--- src/sv/i2cm_pkg.sv ---
// Package for the I2C master transfer engine.
// Holds the request codes, default parameter values and the result record.
// No dependencies.
`timescale 1ns / 1ps
`default_nettype none
package i2cm_pkg;

  localparam int unsigned LEN_WIDTH_DEF       = 16;
  localparam int unsigned RECOVERY_PULSES_DEF = 9;
  localparam logic [15:0] BIT_DELAY_RESET     = 16'd5;

  localparam logic [1:0] REQ_TICK    = 2'd0;
  localparam logic [1:0] REQ_MSG     = 2'd1;
  localparam logic [1:0] REQ_WBYTE   = 2'd2;
  localparam logic [1:0] REQ_RECOVER = 2'd3;

  localparam logic [1:0] STAT_OK      = 2'd0;
  localparam logic [1:0] STAT_NACK    = 2'd1;
  localparam logic [1:0] STAT_TIMEOUT = 2'd2;
  localparam logic [1:0] STAT_STUCK   = 2'd3;

  typedef struct packed {
    logic       scl_drive;
    logic       sda_drive;
    logic       busy_res;
    logic       need_data;
    logic       need_msg;
    logic       rx_valid;
    logic [7:0] rx_byte;
    logic       done_res;
    logic [1:0] status;
  } res_t;

endpackage
`default_nettype wire

--- src/sv/i2cm_fifo.sv ---
// Two-entry queue used on both sides of the engine.
// Depends on nothing beyond its WIDTH parameter.
`timescale 1ns / 1ps
`default_nettype none
module i2cm_fifo #(
  parameter int unsigned WIDTH = 8
) (
  input  wire logic             clk,
  input  wire logic             rst,
  input  wire logic             wr,
  input  wire logic [WIDTH-1:0] wdata,
  output logic                  full,
  input  wire logic             rd,
  output logic [WIDTH-1:0]      rdata,
  output logic                  empty
);

  logic [WIDTH-1:0] mem [2];
  logic             wptr;
  logic             rptr;
  logic [1:0]       count;

  assign full  = (count == 2'd2);
  assign empty = (count == 2'd0);
  assign rdata = mem[rptr];

  always_ff @(posedge clk) begin
    if (wr && !full) begin
      mem[wptr] <= wdata;
    end
  end

  always_ff @(posedge clk) begin
    if (rst) begin
      wptr  <= 1'b0;
      rptr  <= 1'b0;
      count <= 2'd0;
    end else begin
      if (wr && !full) wptr <= ~wptr;
      if (rd && !empty) rptr <= ~rptr;
      count <= count + {1'b0, (wr && !full)} - {1'b0, (rd && !empty)};
    end
  end

  a_count_range: assert property (@(posedge clk) disable iff (rst) count != 2'd3)
    else $error("queue count out of range");
  a_no_overflow: assert property (@(posedge clk) disable iff (rst)
    full && !rd |=> full)
    else $error("queue lost an entry");
  a_ptr_track: assert property (@(posedge clk) disable iff (rst)
    empty |-> wptr == rptr)
    else $error("queue pointers disagree");

endmodule
`default_nettype wire

--- src/sv/i2cm_engine.sv ---
// Back end: bus sequencer that runs one transaction per enabled cycle.
// Depends on i2cm_pkg.
`timescale 1ns / 1ps
`default_nettype none
module i2cm_engine
  import i2cm_pkg::*;
#(
  parameter int unsigned LEN_WIDTH       = LEN_WIDTH_DEF,
  parameter int unsigned RECOVERY_PULSES = RECOVERY_PULSES_DEF
) (
  input  wire logic                 clk,
  input  wire logic                 rst,
  input  wire logic                 en,
  input  wire logic [15:0]          bit_delay,
  input  wire logic [1:0]           req_type,
  input  wire logic                 scl_in,
  input  wire logic                 sda_in,
  input  wire logic [6:0]           slave_addr,
  input  wire logic                 msg_read,
  input  wire logic                 msg_restart,
  input  wire logic                 msg_stop,
  input  wire logic                 msg_last,
  input  wire logic [LEN_WIDTH-1:0] msg_len,
  input  wire logic [7:0]           tx_byte,
  output res_t                      res
);

  typedef enum logic [23:0] {
    PH_IDLE  = 24'h000001, PH_WMSG = 24'h000002, PH_WDATA = 24'h000004,
    PH_NEXT  = 24'h000008, PH_S0   = 24'h000010, PH_S1    = 24'h000020,
    PH_R0    = 24'h000040, PH_R1   = 24'h000080, PH_R2    = 24'h000100,
    PH_R3    = 24'h000200, PH_P0   = 24'h000400, PH_P1    = 24'h000800,
    PH_P2    = 24'h001000, PH_P3   = 24'h002000, PH_W0    = 24'h004000,
    PH_W1    = 24'h008000, PH_W2   = 24'h010000, PH_WB    = 24'h020000,
    PH_A0    = 24'h040000, PH_A1   = 24'h080000, PH_A2    = 24'h100000,
    PH_B0    = 24'h200000, PH_B1   = 24'h400000, PH_B2    = 24'h800000
  } phase_t;

  typedef enum logic [11:0] {
    ST_OPEN      = 12'h001, ST_PRE_STOP  = 12'h002, ST_PRE_GO   = 12'h004,
    ST_ADDR      = 12'h008, ST_WR        = 12'h010, ST_RD       = 12'h020,
    ST_RACK      = 12'h040, ST_CLOSE     = 12'h080, ST_REC_START = 12'h100,
    ST_REC_PULSE = 12'h200, ST_REC_RS    = 12'h400, ST_REC_STOP = 12'h800
  } stage_t;

  localparam logic [4:0] REC_LAST = 5'(RECOVERY_PULSES);

  phase_t               phase, phase_next;
  stage_t               stage, stage_next;
  logic [15:0]          tick_countdown, tick_countdown_next;
  logic [3:0]           bit_index, bit_index_next;
  logic [7:0]           shift_byte, shift_byte_next;
  logic [LEN_WIDTH-1:0] bytes_left, bytes_left_next;
  logic [8:0]           stretch_polls, stretch_polls_next;
  logic                 fl_read, fl_read_next;
  logic                 fl_stop, fl_stop_next;
  logic                 fl_last, fl_last_next;
  logic                 in_transfer, in_transfer_next;
  logic                 scl_drv, scl_drv_next;
  logic                 sda_drv, sda_drv_next;
  logic [1:0]           status_held, status_held_next;

  logic [15:0] half_up;
  logic [15:0] half_dn;
  logic        do_begin;
  logic        cont;
  logic        ev_rx;
  logic        ev_done;
  logic [1:0]  ev_status;

  assign half_up = 16'(({1'b0, bit_delay} + 17'd1) >> 1);
  assign half_dn = bit_delay >> 1;

  always_comb begin
    phase_next          = phase;
    stage_next          = stage;
    tick_countdown_next = tick_countdown;
    bit_index_next      = bit_index;
    shift_byte_next     = shift_byte;
    bytes_left_next     = bytes_left;
    stretch_polls_next  = stretch_polls;
    fl_read_next        = fl_read;
    fl_stop_next        = fl_stop;
    fl_last_next        = fl_last;
    in_transfer_next    = in_transfer;
    scl_drv_next        = scl_drv;
    sda_drv_next        = sda_drv;
    status_held_next    = status_held;
    do_begin            = 1'b0;
    cont                = 1'b0;
    ev_rx               = 1'b0;
    ev_done             = 1'b0;
    ev_status           = STAT_OK;

    case (req_type)
      REQ_TICK: begin
        if (phase != PH_IDLE && phase != PH_WMSG && phase != PH_WDATA) begin
          if (tick_countdown > 16'd1) begin
            tick_countdown_next = tick_countdown - 16'd1;
          end else begin
            case (phase)
              PH_NEXT: begin
                case (stage)
                  ST_OPEN: begin
                    if (fl_stop) begin
                      stage_next = ST_PRE_STOP; phase_next = PH_P0;
                    end else begin
                      bit_index_next = 4'd0; stage_next = ST_ADDR; phase_next = PH_W0;
                    end
                    cont = 1'b1;
                  end
                  ST_PRE_STOP: begin
                    if (!fl_last) begin
                      stage_next = ST_PRE_GO; phase_next = PH_S0;
                    end else begin
                      bit_index_next = 4'd0; stage_next = ST_ADDR; phase_next = PH_W0;
                    end
                    cont = 1'b1;
                  end
                  ST_PRE_GO: begin
                    bit_index_next = 4'd0; stage_next = ST_ADDR; phase_next = PH_W0;
                    cont = 1'b1;
                  end
                  ST_ADDR, ST_WR: begin
                    if (status_held != STAT_OK) begin
                      stage_next = ST_CLOSE; phase_next = PH_P0; cont = 1'b1;
                    end else begin
                      if (stage == ST_WR && bytes_left != '0) begin
                        bytes_left_next = bytes_left - 1'b1;
                      end
                      do_begin = 1'b1;
                    end
                  end
                  ST_REC_START: begin
                    bit_index_next = 4'd0; stage_next = ST_REC_PULSE; phase_next = PH_W0;
                    cont = 1'b1;
                  end
                  ST_REC_RS: begin
                    stage_next = ST_REC_STOP; phase_next = PH_P0; cont = 1'b1;
                  end
                  ST_CLOSE, ST_REC_STOP: begin
                    ev_done = 1'b1;
                    if (stage == ST_CLOSE) ev_status = status_held;
                    else ev_status = sda_in ? STAT_OK : STAT_STUCK;
                    phase_next = PH_IDLE; stage_next = ST_OPEN; in_transfer_next = 1'b0;
                  end
                  default: begin
                    ev_done = 1'b1;
                    phase_next = PH_IDLE; stage_next = ST_OPEN; in_transfer_next = 1'b0;
                  end
                endcase
              end
              PH_WB: begin
                if (stage == ST_REC_PULSE) begin
                  if ({1'b0, bit_index} + 5'd1 >= REC_LAST) begin
                    stage_next = ST_REC_RS; phase_next = PH_R0;
                  end else begin
                    bit_index_next = bit_index + 4'd1; phase_next = PH_W0;
                  end
                  cont = 1'b1;
                end else if (stage == ST_RACK) begin
                  do_begin = 1'b1;
                end else begin
                  shift_byte_next = {shift_byte[6:0], 1'b0};
                  bit_index_next  = bit_index + 4'd1;
                  phase_next = (bit_index_next >= 4'd8) ? PH_A0 : PH_W0;
                  cont = 1'b1;
                end
              end
              PH_A2: begin
                if (scl_in) begin
                  status_held_next = sda_in ? STAT_NACK : STAT_OK;
                  scl_drv_next = 1'b0; tick_countdown_next = half_dn; phase_next = PH_NEXT;
                end else if (stretch_polls[8]) begin
                  status_held_next = STAT_TIMEOUT;
                  stage_next = ST_CLOSE; phase_next = PH_P0; cont = 1'b1;
                end else begin
                  stretch_polls_next = stretch_polls + 9'd1;
                  tick_countdown_next = 16'd0;
                end
              end
              default: cont = 1'b1;
            endcase

            if (do_begin) begin
              if (bytes_left_next == '0) begin
                if (fl_last) begin
                  stage_next = ST_CLOSE; phase_next = PH_P0; cont = 1'b1;
                end else begin
                  phase_next = PH_WMSG;
                end
              end else if (fl_read) begin
                shift_byte_next = 8'd0; bit_index_next = 4'd0;
                stage_next = ST_RD; phase_next = PH_B0; cont = 1'b1;
              end else begin
                phase_next = PH_WDATA;
              end
            end

            if (cont) begin
              case (phase_next)
                PH_S0: begin
                  sda_drv_next = 1'b0; tick_countdown_next = bit_delay; phase_next = PH_S1;
                end
                PH_S1: begin
                  scl_drv_next = 1'b0; tick_countdown_next = half_dn; phase_next = PH_NEXT;
                end
                PH_R0: begin
                  sda_drv_next = 1'b1; tick_countdown_next = half_up; phase_next = PH_R1;
                end
                PH_R1: begin
                  scl_drv_next = 1'b1; tick_countdown_next = bit_delay; phase_next = PH_R2;
                end
                PH_R2: begin
                  sda_drv_next = 1'b0; tick_countdown_next = bit_delay; phase_next = PH_R3;
                end
                PH_R3: begin
                  scl_drv_next = 1'b0; tick_countdown_next = half_dn; phase_next = PH_NEXT;
                end
                PH_P0: begin
                  sda_drv_next = 1'b0; tick_countdown_next = half_up; phase_next = PH_P1;
                end
                PH_P1: begin
                  scl_drv_next = 1'b1; tick_countdown_next = bit_delay; phase_next = PH_P2;
                end
                PH_P2: begin
                  tick_countdown_next = half_up; phase_next = PH_P3;
                end
                PH_P3: begin
                  sda_drv_next = 1'b1; tick_countdown_next = bit_delay; phase_next = PH_NEXT;
                end
                PH_W0: begin
                  if (stage_next == ST_REC_PULSE) sda_drv_next = 1'b1;
                  else if (stage_next == ST_RACK) sda_drv_next = (bytes_left_next == '0);
                  else sda_drv_next = shift_byte_next[7];
                  tick_countdown_next = half_up; phase_next = PH_W1;
                end
                PH_W1: begin
                  scl_drv_next = 1'b1; tick_countdown_next = bit_delay; phase_next = PH_W2;
                end
                PH_W2: begin
                  scl_drv_next = 1'b0; tick_countdown_next = half_dn; phase_next = PH_WB;
                end
                PH_A0: begin
                  sda_drv_next = 1'b1; tick_countdown_next = half_up; phase_next = PH_A1;
                end
                PH_A1: begin
                  scl_drv_next = 1'b1; tick_countdown_next = bit_delay;
                  stretch_polls_next = 9'd0; phase_next = PH_A2;
                end
                PH_B0: begin
                  sda_drv_next = 1'b1; tick_countdown_next = half_up; phase_next = PH_B1;
                end
                PH_B1: begin
                  scl_drv_next = 1'b1; tick_countdown_next = bit_delay; phase_next = PH_B2;
                end
                PH_B2: begin
                  shift_byte_next = {shift_byte[6:0], sda_in};
                  scl_drv_next = 1'b0; tick_countdown_next = half_dn;
                  bit_index_next = bit_index + 4'd1;
                  if (bit_index_next >= 4'd8) begin
                    ev_rx = 1'b1;
                    if (bytes_left != '0) bytes_left_next = bytes_left - 1'b1;
                    stage_next = ST_RACK; phase_next = PH_W0;
                  end else begin
                    phase_next = PH_B1;
                  end
                end
                default: ;
              endcase
            end
          end
        end
      end
      REQ_MSG: begin
        if (phase == PH_IDLE || phase == PH_WMSG) begin
          fl_read_next = msg_read; fl_stop_next = msg_stop; fl_last_next = msg_last;
          shift_byte_next = {slave_addr, msg_read};
          bytes_left_next = msg_len;
          tick_countdown_next = 16'd0;
          if (phase == PH_IDLE) begin
            in_transfer_next = 1'b1; status_held_next = STAT_OK;
            stage_next = ST_OPEN; phase_next = PH_S0;
          end else if (msg_restart) begin
            stage_next = ST_PRE_GO; phase_next = PH_R0;
          end else if (msg_stop) begin
            stage_next = ST_PRE_STOP; phase_next = PH_P0;
          end else begin
            bit_index_next = 4'd0; stage_next = ST_ADDR; phase_next = PH_W0;
          end
        end
      end
      REQ_WBYTE: begin
        if (phase == PH_WDATA) begin
          shift_byte_next = tx_byte; bit_index_next = 4'd0; tick_countdown_next = 16'd0;
          stage_next = ST_WR; phase_next = PH_W0;
        end
      end
      REQ_RECOVER: begin
        if (phase == PH_IDLE) begin
          status_held_next = STAT_OK; in_transfer_next = 1'b0; tick_countdown_next = 16'd0;
          stage_next = ST_REC_START; phase_next = PH_S0;
        end
      end
      default: ;
    endcase
  end

  always_comb begin
    res.scl_drive = scl_drv_next;
    res.sda_drive = sda_drv_next;
    res.busy_res  = (phase_next != PH_IDLE);
    res.need_data = (phase_next == PH_WDATA);
    res.need_msg  = (phase_next == PH_WMSG) || (phase_next == PH_IDLE);
    res.rx_valid  = ev_rx;
    res.rx_byte   = ev_rx ? shift_byte_next : 8'd0;
    res.done_res  = ev_done;
    res.status    = ev_status;
  end

  always_ff @(posedge clk) begin
    if (rst) begin
      phase          <= PH_IDLE;
      stage          <= ST_OPEN;
      tick_countdown <= 16'd0;
      bit_index      <= 4'd0;
      shift_byte     <= 8'd0;
      bytes_left     <= '0;
      stretch_polls  <= 9'd0;
      fl_read        <= 1'b0;
      fl_stop        <= 1'b0;
      fl_last        <= 1'b0;
      in_transfer    <= 1'b0;
      scl_drv        <= 1'b1;
      sda_drv        <= 1'b1;
      status_held    <= STAT_OK;
    end else if (en) begin
      phase          <= phase_next;
      stage          <= stage_next;
      tick_countdown <= tick_countdown_next;
      bit_index      <= bit_index_next;
      shift_byte     <= shift_byte_next;
      bytes_left     <= bytes_left_next;
      stretch_polls  <= stretch_polls_next;
      fl_read        <= fl_read_next;
      fl_stop        <= fl_stop_next;
      fl_last        <= fl_last_next;
      in_transfer    <= in_transfer_next;
      scl_drv        <= scl_drv_next;
      sda_drv        <= sda_drv_next;
      status_held    <= status_held_next;
    end
  end

  a_done_idle: assert property (@(posedge clk) disable iff (rst)
    en && res.done_res |-> !res.busy_res)
    else $error("done reported while busy");
  a_rx_busy: assert property (@(posedge clk) disable iff (rst)
    en && res.rx_valid |-> res.busy_res && !res.done_res)
    else $error("byte received outside a transfer");
  a_status_done: assert property (@(posedge clk) disable iff (rst)
    en && res.status != STAT_OK |-> res.done_res)
    else $error("status without done");
  a_idle_released: assert property (@(posedge clk) disable iff (rst)
    en && res.done_res |=> scl_drv && sda_drv && !in_transfer)
    else $error("bus not released after done");

endmodule
`default_nettype wire

--- src/sv/i2c_master_transfer_engine.sv ---
// Top level of the I2C master transfer engine.
// Depends on i2cm_pkg, i2cm_fifo and i2cm_engine.
//
// Each transaction (tick, message command, write byte or recovery request) yields
// exactly one result transaction. Requests go into a two-entry queue, the sequencer
// retires one per clock when a request waits and the result queue has room; results
// land in a two-entry queue, so with pop held high a new request is taken every
// clock and its result is on the result ports in the cycle after it is taken.
// bit_delay may only be written while no transaction is in flight.
`timescale 1ns / 1ps
`default_nettype none
module i2c_master_transfer_engine
  import i2cm_pkg::*;
#(
  parameter int unsigned LEN_WIDTH       = LEN_WIDTH_DEF,
  parameter int unsigned RECOVERY_PULSES = RECOVERY_PULSES_DEF
) (
  input  wire logic                 clk,
  input  wire logic                 rst,
  input  wire logic                 cfg_wr_en,
  input  wire logic [15:0]          cfg_wr_data,
  input  wire logic                 push,
  output logic                      full,
  input  wire logic [1:0]           req_type,
  input  wire logic                 scl_in,
  input  wire logic                 sda_in,
  input  wire logic [6:0]           slave_addr,
  input  wire logic                 msg_read,
  input  wire logic                 msg_restart,
  input  wire logic                 msg_stop,
  input  wire logic                 msg_last,
  input  wire logic [LEN_WIDTH-1:0] msg_len,
  input  wire logic [7:0]           tx_byte,
  output logic                      empty,
  input  wire logic                 pop,
  output logic                      scl_drive,
  output logic                      sda_drive,
  output logic                      busy_res,
  output logic                      need_data,
  output logic                      need_msg,
  output logic                      rx_valid,
  output logic [7:0]                rx_byte,
  output logic                      done_res,
  output logic [1:0]                status
);

  localparam int unsigned REQ_W = 2 + 1 + 1 + 7 + 4 + LEN_WIDTH + 8;
  localparam int unsigned RES_W = $bits(res_t);

  logic [15:0]          bit_delay;
  logic [REQ_W-1:0]     req_q;
  logic                 req_empty;
  logic                 res_full;
  logic                 fire;
  res_t                 res_in;
  logic [RES_W-1:0]     res_q;
  res_t                 res_out;

  logic [1:0]           q_type;
  logic                 q_scl;
  logic                 q_sda;
  logic [6:0]           q_addr;
  logic                 q_read;
  logic                 q_restart;
  logic                 q_stop;
  logic                 q_last;
  logic [LEN_WIDTH-1:0] q_len;
  logic [7:0]           q_byte;

  always_ff @(posedge clk) begin
    if (rst) begin
      bit_delay <= BIT_DELAY_RESET;
    end else if (cfg_wr_en) begin
      bit_delay <= cfg_wr_data;
    end
  end

  i2cm_fifo #(.WIDTH(REQ_W)) u_req_q (
    .clk   (clk),
    .rst   (rst),
    .wr    (push),
    .wdata ({req_type, scl_in, sda_in, slave_addr, msg_read, msg_restart, msg_stop,
             msg_last, msg_len, tx_byte}),
    .full  (full),
    .rd    (fire),
    .rdata (req_q),
    .empty (req_empty)
  );

  assign {q_type, q_scl, q_sda, q_addr, q_read, q_restart, q_stop, q_last, q_len,
          q_byte} = req_q;

  assign fire = !req_empty && !res_full;

  i2cm_engine #(
    .LEN_WIDTH       (LEN_WIDTH),
    .RECOVERY_PULSES (RECOVERY_PULSES)
  ) u_engine (
    .clk         (clk),
    .rst         (rst),
    .en          (fire),
    .bit_delay   (bit_delay),
    .req_type    (q_type),
    .scl_in      (q_scl),
    .sda_in      (q_sda),
    .slave_addr  (q_addr),
    .msg_read    (q_read),
    .msg_restart (q_restart),
    .msg_stop    (q_stop),
    .msg_last    (q_last),
    .msg_len     (q_len),
    .tx_byte     (q_byte),
    .res         (res_in)
  );

  i2cm_fifo #(.WIDTH(RES_W)) u_res_q (
    .clk   (clk),
    .rst   (rst),
    .wr    (fire),
    .wdata (res_in),
    .full  (res_full),
    .rd    (pop),
    .rdata (res_q),
    .empty (empty)
  );

  assign res_out   = res_t'(res_q);
  assign scl_drive = res_out.scl_drive;
  assign sda_drive = res_out.sda_drive;
  assign busy_res  = res_out.busy_res;
  assign need_data = res_out.need_data;
  assign need_msg  = res_out.need_msg;
  assign rx_valid  = res_out.rx_valid;
  assign rx_byte   = res_out.rx_byte;
  assign done_res  = res_out.done_res;
  assign status    = res_out.status;

endmodule
`default_nettype wire

--- config.mk ---
export PLATFORM = sky130hd
export DESIGN_NAME = i2c_master_transfer_engine
export DESIGN_NICKNAME = d
export VERILOG_FILES = /design/src/sv/i2cm_pkg.sv /design/src/sv/i2cm_fifo.sv /design/src/sv/i2cm_engine.sv /design/src/sv/i2c_master_transfer_engine.sv
export SDC_FILE = /design/constraint.sdc
export NUM_CORES = 1
export LEC_CHECK = 0
export BUFFER_PORTS_ARGS = -buffer_cell sky130_fd_sc_hd__buf_2
export CAP_MARGIN = 10
export CORE_AREA = 2 2 182 184
export DETAILED_ROUTE_END_ITERATION = 8
export DIE_AREA = 0 0 184 186
export PLACE_DENSITY = 0.76
export SLEW_MARGIN = 20
export SYNTH_ARGS = -nofsm -noshare
export SYNTH_HDL_FRONTEND = slang
export SYNTH_HIERARCHICAL = 1
export SYNTH_SLANG_ARGS = --single-unit
--- constraint.sdc ---
create_clock -name clk -period 5.2 [get_ports clk]
set_clock_uncertainty 0.1 [all_clocks]
set_input_delay 0.26 -clock clk [delete_from_list [all_inputs] [get_ports clk]]
set_output_delay 0.26 -clock clk [all_outputs]
set_load 0.005 [all_outputs]
==> results.ini, run 1 <==
[run_status]
status = completed

[floorplan]
start_util = 0.445
rows = 66
die_w_um = 184
fp.dieH_um = 186
die_area_um2 = 34200
core_um2 = 32200
ios = 79

[grt]
antenna_found_initial = 1
track_usage = 0.303
globalRouteOverflowTotal = 0
grt_pass1_wl_um = 80700
grt_pass1_vias = 14300
grt_max_degree = 53

[route]
antenna_left = 0
drt_iter0_drc = 1802
post_drt_wl_per_cell_um = 22.2
firstDrtPassIters = 7
drc = 0
vias = 15000
totalWireLength_um = 52900
viasPerCell = 6.30

[timing]
period_share = 0.974
setup_viol = 0
worst_pin_slew_ns = 0.967
slew_headroom = 0.355
fmax_ghz = 0.197
final_hold_viol_count = 0
slew_violations = 0
period_minus_slack_ns = 5.06

[cts]
clock_latency_ns = 0.58
cts_tree = done
cts_sinks = 234
clk_pin_slew_worst_paths_ns = 0.07
htreeDepth = 1
cts.root.buffer_cell = clkbuf_16
numCtsBuffers = 27
clock_path_buffers = 3

[cells_and_area]
fillCellCount = 2779
synthToLayoutAreaGrowth_pct = 29.0
multi_input_area_um2 = 8120
ff_latch_area_um2 = 5810
drive_gt1_frac = 0.259
nets = 2028
post-route-cell-area_um2 = 18500

[yosys]
syn_area_um2 = 14300
synthTopCellsByArea = edfxtp_1 (23%), dfxtp_1 (17%), nor2_1 (4.4%)
yosysWarnings = 6
syn_area_per_cell_um2 = 8.78
yosys.cell_count.top_type = nor2_1
synth_cell_types = 90
synth_flop_cell = dfxtp_1
synth_edf_count = 112
ys_ff_latch = 234
synth_common_cells = nor2_1 (168), nand2_1 (150), dfxtp_1 (122), edfxtp_1 (112), a21oi_1 (111)
yosysSeqAreaShare = 0.405
ys_async_sr_fraction = 0
synth_top_area_share = 0.235
synth_top_area_cell = edfxtp_1
netlist_instances = 1633
synth_nets = 1709

[job]
drv_cap = 0

[setup_path]
cp.required_ns = 5.40
crit_path_max_fanout = 5
cp-start-kind = register
cp.arrival_ns = 5.26
crit_type = reg2reg
critical-path-max-stage-delay_ns = 0.64
end_kind = register
slowest_stage = or4b_1
crit_chain = or4b_1 -> nor3_4 -> buf_4 -> nand3_1 -> nor3b_1 -> nor3_1 -> nand2_1 -> nor4_4 -> o32ai_1 -> or4_1 -> or4_4 -> or4_4
cpMostUsedCell = or4_4

[placement]
gp_congestion = 1.03
placed_area_um2 = 16700
place_hpwl_um = 38400
portBuffers = 78

[power_and_ir_drop]
peakVddDrop_uv = 350
p_leak_nw = 7.17
power_mw = 10.7
powerDensity_nw_per_um2 = 580

[min_path]
hold_class = in2reg

## final timing paths
path / cells after the start / end / slack, ns / from
worst max-delay path: 12 / u_res_q/mem[0][14] / 0.14 / u_engine/stage[8]
worst min register to register: 2 / u_req_q/wptr / 0.39 / u_req_q/wptr
worst max register to register: 12 / u_res_q/mem[0][14] / 0.14 / u_engine/stage[8]
worst min-delay path: 2 / u_engine/stage[11] / 0.10 / rst
## layer usage
layer / global-route usage / routed length [um] / vias to the layer above
li1: - / - / 6827
met3: 0.0518 / 5400 / 203
met5: 0 / 0 / -
met4: 0.135 / 2480 / 0
met2: 0.502 / 24400 / 965
met1: 0.389 / 20600 / 7001
## cell usage in the layout, fill, tap and decap left out, types with 27 or more instances in the layout
master and count:
buf_4 258, nor2_1 167, nand2_1 149, dfxtp_1 121, edfxtp_1 112, a21oi_1 111
o21ai_0 94, buf_2 77, nor3_1 62, dlygate4sd3_1 57, nand3_1 54, mux2_2 49
nand4_1 35, inv_1 29, nor4_1 28, clkbuf_16 27
## sequential cells by signal, indices dropped and copies added (netlist names), 2 cells and up, named ones only
signal and count:
u_engine/stage 12, u_res_q/count 2, u_engine/shift_byte 8, u_res_q/mem 34, u_req_q/mem 78, bit_delay 16, u_req_q/count 2, u_engine/tick_countdown 16
u_engine/bytes_left 16, u_engine/phase 24, u_engine/status_held 2, u_engine/bit_index 4, u_engine/stretch_polls 9
## logic make-up (layout without fill, tap and decap cells)
family,count (synthesis),count (layout),synth area share
AND/OR/NAND/NOR,669,669,0.240
AO/OA/AOI/OAI,455,455,0.213
flip-flops,234,234,0.405
buffers and inverters,142,482,0.0437
multiplexers,83,83,0.0636
XOR/XNOR,34,34,0.0208
adder cells (fa/ha/maj),16,16,0.0140
other,0,1,0
## cell type report
cell class	count	share of cell area
clock inverters	17	0.0144
clock buffers	33	0.0378
inverters	35	0.00711
well taps	408	0.0276
repair buffers	397	0.160
flip-flops and latches	234	0.314
multi-input cells	1257	0.439
diodes	1	0.000135
## power breakdown
part | switching [mW] | internal (mW)
Sequential | 0.224 | 2.33
Combinational | 3.65 | 2.43
Clock | 0.834 | 1.26
Total | 4.71 | 6.02
## stage by stage
stage	util	hold slack (ns)	worst slack (ns)	std cells	setup TNS [ns]
finish	0.574	0.102	0.135	2382	0
global route	0.574	0.121	-0.0627	2382	-0.163
CTS	0.568	0.0938	0.0234	2377	0
detailed placement	0.518	0.351	-0.130	2270	-0.294
global placement	0.518	0.348	-0.0357	2270	-0.0715
floorplan	-	0.229	0.243	1633	0
## worst max-delay path, delay by kind of cell, from the launching register on
family	cells	cell delay, ns
simple gates	10	4.03
compound gates	1	0.15
buf+inv	1	0.17
flops	1	0.35
## timing repair
item,in CTS,in global routing
endpoints found under the setup margin,4,29
gates resized for setup,11,30
endpoints found under the hold margin,96,0
hold buffers,57,0
buffers inserted,0,5
pin swaps,4,17
No activity file was read; power rests on OpenSTA's default activity.
==> run 2, diff against run 1 <==
Settings changed: PLACE_DENSITY 0.76 to unset, RECOVER_POWER set to 50.
==> run 2 against run 1 <==
The run now ends with capacitance limit, slew limit left. Worst setup slack better by 0.062 ns. Final cell count is 0.13% higher. Maximum frequency is 1.2% higher. Non-clock buffer count is 3 higher. Largest cell class unchanged. Register-to-register slack better by 0.06 ns. Utilization hardly changed. Via count is 1.9% lower. First-iteration DRC count is 1.2% lower.
==> results.ini, run 2 (synthesis gave the netlist of run 1 again) <==
[route]
vias = 14700  ; was 15,000
antenna_left = 0  ; unchanged
drt_iter0_drc = 1780  ; was 1,802
drc = 0  ; unchanged
totalWireLength_um = 52300  ; was 52,900 um
firstDrtPassIters = 5  ; was 7
viasPerCell = 6.17  ; was 6.30
post_drt_wl_per_cell_um = 21.9  ; was 22.2 um

[cells_and_area]
layout_common_cells = buf_4 (261), nor2_1 (168), nand2_1 (150)  ; was buf_4 (258), nor2_1 (167), nand2_1 (149)
largest_reg_flops = 78  ; unchanged
final_common_cell = buf_4  ; unchanged
reg.largest.list = u_req_q/mem: 78 flops, u_res_q/mem: 34 flops, u_engine/phase: 24 flops  ; unchanged
nets = 2031  ; was 2,028
top_register = u_req_q/mem  ; unchanged
synthToLayoutAreaGrowth_pct = 29.1  ; was 29.0%
drive_gt1_frac = 0.245  ; was 0.259

[floorplan]
rows = 66  ; unchanged
die_w_um = 184  ; unchanged
fp.dieH_um = 186  ; unchanged
start_util = 0.445  ; unchanged
core_um2 = 32200  ; unchanged
die_area_um2 = 34200  ; unchanged
ios = 79  ; unchanged

[setup_path]
slowest_stage = or4_4  ; was or4b_1
crit_type = reg2reg  ; unchanged
critical-path-max-stage-delay_ns = 0.57  ; was 0.64 ns
cp.arrival_ns = 5.19  ; was 5.26 ns
crit_family = simple AND/OR/NAND/NOR gates  ; unchanged
crit_path_max_fanout = 9  ; was 5
cpMostUsedCell = buf_4  ; was or4_4
cp_num_buf_inv = 4  ; was 1
crit_chain = nor4_1 -> buf_4 -> nand4_1 -> nor4b_4 -> buf_4 -> or4_4 -> a2111oi_4 -> nand4_1 -> o21ai_2 -> a21oi_4 -> buf_4 -> buf_4 -> a211oi_2 -> nor4b_1 -> or4_1 -> or4_4 -> or4_4  ; was or4b_1 -> nor3_4 -> buf_4 -> nand3_1 -> nor3b_1 -> nor3_1 -> nand2_1 -> nor4_4 -> o32ai_1 -> or4_1 -> or4_4 -> or4_4
cp.required_ns = 5.39  ; was 5.40 ns
end_kind = register  ; unchanged
cp-start-kind = register  ; unchanged

[timing]
slew_headroom = -0.577  ; was 0.355
final_hold_viol_count = 0  ; unchanged
worst_pin_slew_ns = 2.37  ; was 0.967 ns
rsz0062_at_grt = false
setup_viol = 0  ; unchanged
period_share = 0.962  ; was 0.974
final.setup.worst_slack_ns = 0.198  ; was 0.135 ns
fmax_ghz = 0.200  ; was 0.197 GHz
slew_violations = 165  ; was 0
hold_ws_ns = 0.131  ; was 0.102 ns
period_minus_slack_ns = 5.00  ; was 5.06 ns

[power_and_ir_drop]
clkPwrFrac = 0.205  ; was 0.196
power_switching_mw = 4.65  ; was 4.71 mW
p_leak_nw = 7.14  ; was 7.17 nW
switching_share = 0.433  ; was 0.439
powerDensity_nw_per_um2 = 581  ; was 580 nW/um2
p_comb_frac = 0.556  ; was 0.567
peakVddDrop_uv = 330  ; was 350 uV
p_int_mw = 6.10  ; was 6.02 mW
seq_power_share = 0.239  ; was 0.238

[grt]
grt_max_degree = 85  ; was 53
globalRouteOverflowTotal = 0  ; unchanged
grt_pass1_wl_um = 80000  ; was 80,700 um
track_usage = 0.302  ; was 0.303
antenna_found_initial = 1  ; unchanged
grt_pass1_vias = 13900  ; was 14,300

[cts]
numCtsBuffers = 27  ; unchanged
htreeDepth = 1  ; unchanged
cts.root.buffer_cell = clkbuf_16  ; unchanged
cts_tree = done  ; unchanged
cts_sinks = 234  ; unchanged
clock_path_buffers = 3  ; unchanged
clock_latency_ns = 0.56  ; was 0.58 ns
clk_pin_slew_worst_paths_ns = 0.06  ; was 0.07 ns

[run_status]
status = finished, violations left  ; was completed
failed_checks = capacitance limit, slew limit

[placement]
place_hpwl_um = 38900  ; was 38,400 um
gp_congestion = 1.02  ; was 1.03
portBuffers = 78  ; unchanged
pre_cts_ws_ns = -0.0534  ; was -0.130 ns

[job]
drv_cap = 3  ; was 0

[min_path]
hold_class = in2reg  ; unchanged

[run 2: worst register-to-register path, cell delays in order (launching register included)]
cell	delay (ns)
dfxtp_1	0.33
nor4_1	0.27
buf_4	0.17
nand4_1	0.15
nor4b_4	0.18
buf_4	0.15
or4_4	0.43
a2111oi_4	0.39
nand4_1	0.20
o21ai_2	0.25
a21oi_4	0.11
buf_4	0.16
buf_4	0.17
a211oi_2	0.19
nor4b_1	0.08
or4_1	0.39
or4_4	0.57
or4_4	0.43
[run 2: cell type report]
type                            instances  area [um2]
Inverter                               35         131
Multi-Input combinational cell       1257        8080
Antenna cell                            1        2.50
Timing Repair Buffer                  400        2930
Clock inverter                         22         360
Tap cell                              408         510
Clock buffer                           28         679
Fill cell                            2928       13700
Sequential cell                       234        5810
[run 2: stage by stage]
step,setup TNS [ns],power [mW],util,std cells,area (um2)
6_report,0,10.8,0.574,2385,18500
5_1_grt,0,11.3,0.574,2385,18500
4_1_cts,0,10.5,0.571,2383,18400
3_5_place_dp,-0.107,8.26,0.520,2275,16700
3_3_place_gp,0,8.21,0.520,2275,16700
2_1_floorplan,0,5.93,-,1633,14300
[run 2: power groups by stage]
stage	Clock, mW	Combinational [mW]	Sequential [mW]
after floorplan	0	3.42	2.51
after global placement	0	5.63	2.57
after detailed placement	0	5.68	2.59
after CTS	2.24	5.75	2.55
after global routing	2.31	6.38	2.61
final	2.20	5.98	2.57
[run 2: worst paths after layout]
path	start	cells after the start	end	slack, ns
setup / recovery	u_engine/bytes_left[9]	17	u_res_q/mem[0][14]	0.20
hold / removal	cfg_wr_en	3	bit_delay[11]	0.13
setup reg to reg	u_engine/bytes_left[9]	17	u_res_q/mem[0][14]	0.20
hold reg to reg	u_req_q/wptr	2	u_req_q/wptr	0.38
[run 2: repair_timing]
item	in CTS	in global routing
gates resized for setup	2	27
hold endpoints to repair	102	0
endpoints found under the setup margin	4	11
setup buffers	0	1
hold buffers	58	0
pin swaps	0	11
[run 2: routing by layer]
layer	track usage	wire (um)	up-vias
li1	-	-	6825
met1	0.409	22400	7062
met2	0.496	23900	686
met3	0.0387	3980	134
met4	0.110	2020	0
met5	0	0	-
==> run 3, diff against run 2 <==
Settings changed: ABC_AREA set to 1, CELL_PAD_IN_SITES_DETAIL_PLACEMENT set to 1, CELL_PAD_IN_SITES_GLOBAL_PLACEMENT set to 2, CORE_AREA 2 2 182 184 to 2 2 216 218, DIE_AREA 0 0 184 186 to 0 0 218 220, PLACE_DENSITY_LB_ADDON set to 0.1.
==> run 3 against run 2 <==
The run still ends with capacitance limit, slew limit left. Die area grew 40%. Largest cell class unchanged. Critical endpoint unchanged. Non-clock buffer count fell by 212. First-iteration DRC count shrank 54%. Largest power group unchanged. Wire length grew 7.8%. Critical path depth increased by 11. Final cell count grew 16%. Sequential share of layout area increased by 1.6 points. Hold slack worse by 0.0086 ns.
==> results.ini, run 3 <==
[cts]
cts.root.buffer_cell = clkbuf_16  ; unchanged
clk_pin_slew_worst_paths_ns = 0.07  ; was 0.06 ns
clock_latency_ns = 0.59  ; was 0.56 ns
cts_tree = done  ; unchanged
numCtsBuffers = 29  ; was 27
clock_path_buffers = 3  ; unchanged
htreeDepth = 1  ; unchanged
cts_sinks = 234  ; unchanged
cts_setup_buffers = 0  ; unchanged

[yosys]
synthTopCellsByArea = edfxtp_1 (23%), dfxtp_1 (16%), nand2_1 (9.4%)  ; was edfxtp_1 (23%), dfxtp_1 (17%), nor2_1 (4.4%)
yosys.cell_count.top_type = nand2_1  ; was nor2_1
synth_nets = 2084  ; was 1,709
netlist_instances = 2008  ; was 1,633
ys_ff_latch = 234  ; unchanged
synth_top_area_share = 0.226  ; was 0.235
syn_area_um2 = 14900  ; was 14,300 um2
ys_async_sr_fraction = 0  ; unchanged
synth_top_area_cell = edfxtp_1  ; unchanged
synth_cell_types = 63  ; was 90
synth_flop_cell = dfxtp_1  ; unchanged
synth_common_cells = nand2_1 (371), nor2_1 (244), inv_1 (242), a21oi_1 (150), o21ai_0 (147)  ; was nor2_1 (168), nand2_1 (150), dfxtp_1 (122), edfxtp_1 (112), a21oi_1 (111)
syn_area_per_cell_um2 = 7.42  ; was 8.78 um2
yosysSeqAreaShare = 0.390  ; was 0.405
synth_edf_count = 112  ; unchanged
yosysWarnings = 6  ; unchanged

[setup_path]
cp.arrival_ns = 4.99  ; was 5.19 ns
critical-path-max-stage-delay_ns = 0.54  ; was 0.57 ns
end_kind = register  ; unchanged
crit_type = reg2reg  ; unchanged
slowest_stage = dfxtp_1  ; was or4_4
crit_path_max_fanout = 17  ; was 9
cpMostUsedCell = nand2_1  ; was buf_4
cp.required_ns = 5.43  ; was 5.39 ns
cp-start-kind = register  ; unchanged

[route]
wl_met3_um = 1860  ; was 3980 um
vias = 14400  ; was 14,700
met1_length_um = 27500  ; was 22,400 um
wl_met2_um = 25500  ; was 23,900 um
firstDrtPassIters = 5  ; unchanged
viasPerCell = 5.20  ; was 6.17
drt_iter0_drc = 823  ; was 1,780
top_signal_layer_used = met4  ; unchanged
totalWireLength_um = 56400  ; was 52,300 um
drc = 0  ; unchanged
post_drt_wl_per_cell_um = 20.3  ; was 21.9 um
antenna_left = 0  ; unchanged

[placement]
dp_cells = 2666  ; was 2,275
place_hpwl_um = 41900  ; was 38,900 um
portBuffers = 78  ; unchanged
gp_congestion = 0.903  ; was 1.02

[timing]
fmax_ghz = 0.210  ; was 0.200 GHz
setup_viol = 0  ; unchanged
tns_ns = 0  ; unchanged
slew_headroom = -0.823  ; was -0.577
rsz0062_at_grt = false  ; unchanged
final_hold_viol_count = 0  ; unchanged
slew_violations = 108  ; was 165
hold_ws_ns = 0.122  ; was 0.131 ns
period_share = 0.916  ; was 0.962
worst_pin_slew_ns = 2.73  ; was 2.37 ns
period_minus_slack_ns = 4.77  ; was 5.00 ns

[power_and_ir_drop]
power_switching_mw = 4.89  ; was 4.65 mW
powerDensity_nw_per_um2 = 583  ; was 581 nW/um2
p_comb_frac = 0.524  ; was 0.556
p_leak_nw = 7.34  ; was 7.14 nW
clkPwrFrac = 0.211  ; was 0.205
seq_power_share = 0.266  ; was 0.239
switching_share = 0.477  ; was 0.433
p_int_mw = 5.36  ; was 6.10 mW
peakVddDrop_uv = 279  ; was 330 uV

[floorplan]
start_util = 0.325  ; was 0.445
rows = 79  ; was 66
die_w_um = 218  ; was 184 um
die_area_um2 = 48000  ; was 34,200 um2
core_um2 = 45900  ; was 32,200 um2
ios = 79  ; unchanged
fp.dieH_um = 220  ; was 186 um

[grt]
track_usage = 0.235  ; was 0.302
grt_max_degree = 51  ; was 85
grt_pass1_vias = 14900  ; was 13,900
antenna_found_initial = 0  ; was 1
globalRouteOverflowTotal = 0  ; unchanged
grt_pass1_wl_um = 87600  ; was 80,000 um

[job]
drv_cap = 3  ; unchanged

[run_status]
failed_checks = capacitance limit, slew limit  ; unchanged
status = finished, violations left  ; unchanged

[cells_and_area]
drive_gt1_frac = 0.123  ; was 0.245
instances_no_fill = 2778  ; was 2,385
reg.largest.list = u_req_q/mem: 78 flops, u_res_q/mem: 34 flops, u_engine/phase: 24 flops  ; unchanged
synthToLayoutAreaGrowth_pct = 18.1  ; was 29.1%
diodes = 0  ; was 1
final_common_cell = nand2_1  ; was buf_4
largest_reg_flops = 78  ; unchanged
utilization = 0.383  ; was 0.574
layout_common_cells = nand2_1 (370), nor2_1 (241), inv_1 (241)  ; was buf_4 (261), nor2_1 (168), nand2_1 (150)
nets = 2224  ; was 2,031
top_register = u_req_q/mem  ; unchanged

[min_path]
hold_class = in2reg  ; unchanged

==> run 3: path summary, 6_finish.rpt <==
kind	from	endpoint	slack (ns)	depth (start not counted)
max	u_engine/stage[10]	u_res_q/mem[0][14]	0.43	28
min	cfg_wr_en	bit_delay[10]	0.12	3
max reg2reg	u_engine/stage[10]	u_res_q/mem[0][14]	0.43	28
min reg2reg	u_engine/stage[6]	u_engine/stage[6]	0.38	2
==> run 3: per-stage QoR <==
stage | power (mW) | setup slack, ns | area [um2]
4_1_cts | 10.3 | 0.0379 | 17600
3_3_place_gp | 8.01 | 0.241 | 16000
2_1_floorplan | 6.22 | 1.47 | 14900
6_report | 10.3 | 0.435 | 17600
3_5_place_dp | 8.06 | 0.0830 | 16000
5_1_grt | 11.0 | 0.0107 | 17600
==> run 3: what timing repair did <==
item | 4_1_cts | 5_1_grt
hold buffers | 57 | 0
hold endpoints to repair | 97 | 0
endpoints found under the setup margin | 0 | 34
resized for setup | 0 | 10
==> run 3: final cells by class <==
class | instances | area [um2]
Timing Repair Buffer | 188 | 1300
Fill cell | 5690 | 28300
Multi-Input combinational cell | 1432 | 7720
Sequential cell | 234 | 5810
Inverter | 263 | 990
Tap cell | 607 | 759
Clock buffer | 34 | 754
Clock inverter | 20 | 256
==> run 3: cells by family (layout without fill, tap and decap cells) <==
group                      count (synthesis)  count (layout)  synth area share
and+or+nand+nor                          905             906             0.271
buffers and inverters                    343             505            0.0956
adders and majority gates                 16              16            0.0134
DFF                                      234             234             0.390
AOI/OAI and AO/OA                        431             431             0.169
muxes                                     56              56            0.0474
xor gates and xnor gates                  23              23            0.0135
==> run 3: routing by layer <==
metal  vias up  global-route usage
met5         -                   0
met4         0              0.0639
met3        60              0.0271
met2       240               0.382
met1      7027               0.330
li1       7115                   -
==> run 3: power groups by stage <==
stage          sequential (mW)  clock [mW]  combinational, mW
6_report                  2.72        2.16               5.37
5_1_grt                   2.78        2.28               5.99
4_1_cts                   2.71        2.23               5.37
3_5_place_dp              2.75           0               5.31
3_3_place_gp              2.73           0               5.28
2_1_floorplan             2.63           0               3.59
==> run 3: worst max-delay path, delay by kind of cell, from the launching register on <==
kind	cells	cell delay, ns
AND/OR/NAND/NOR	23	3.15
flip-flops	1	0.54
AO/OA/AOI/OAI	2	0.39
buffers and inverters	3	0.31
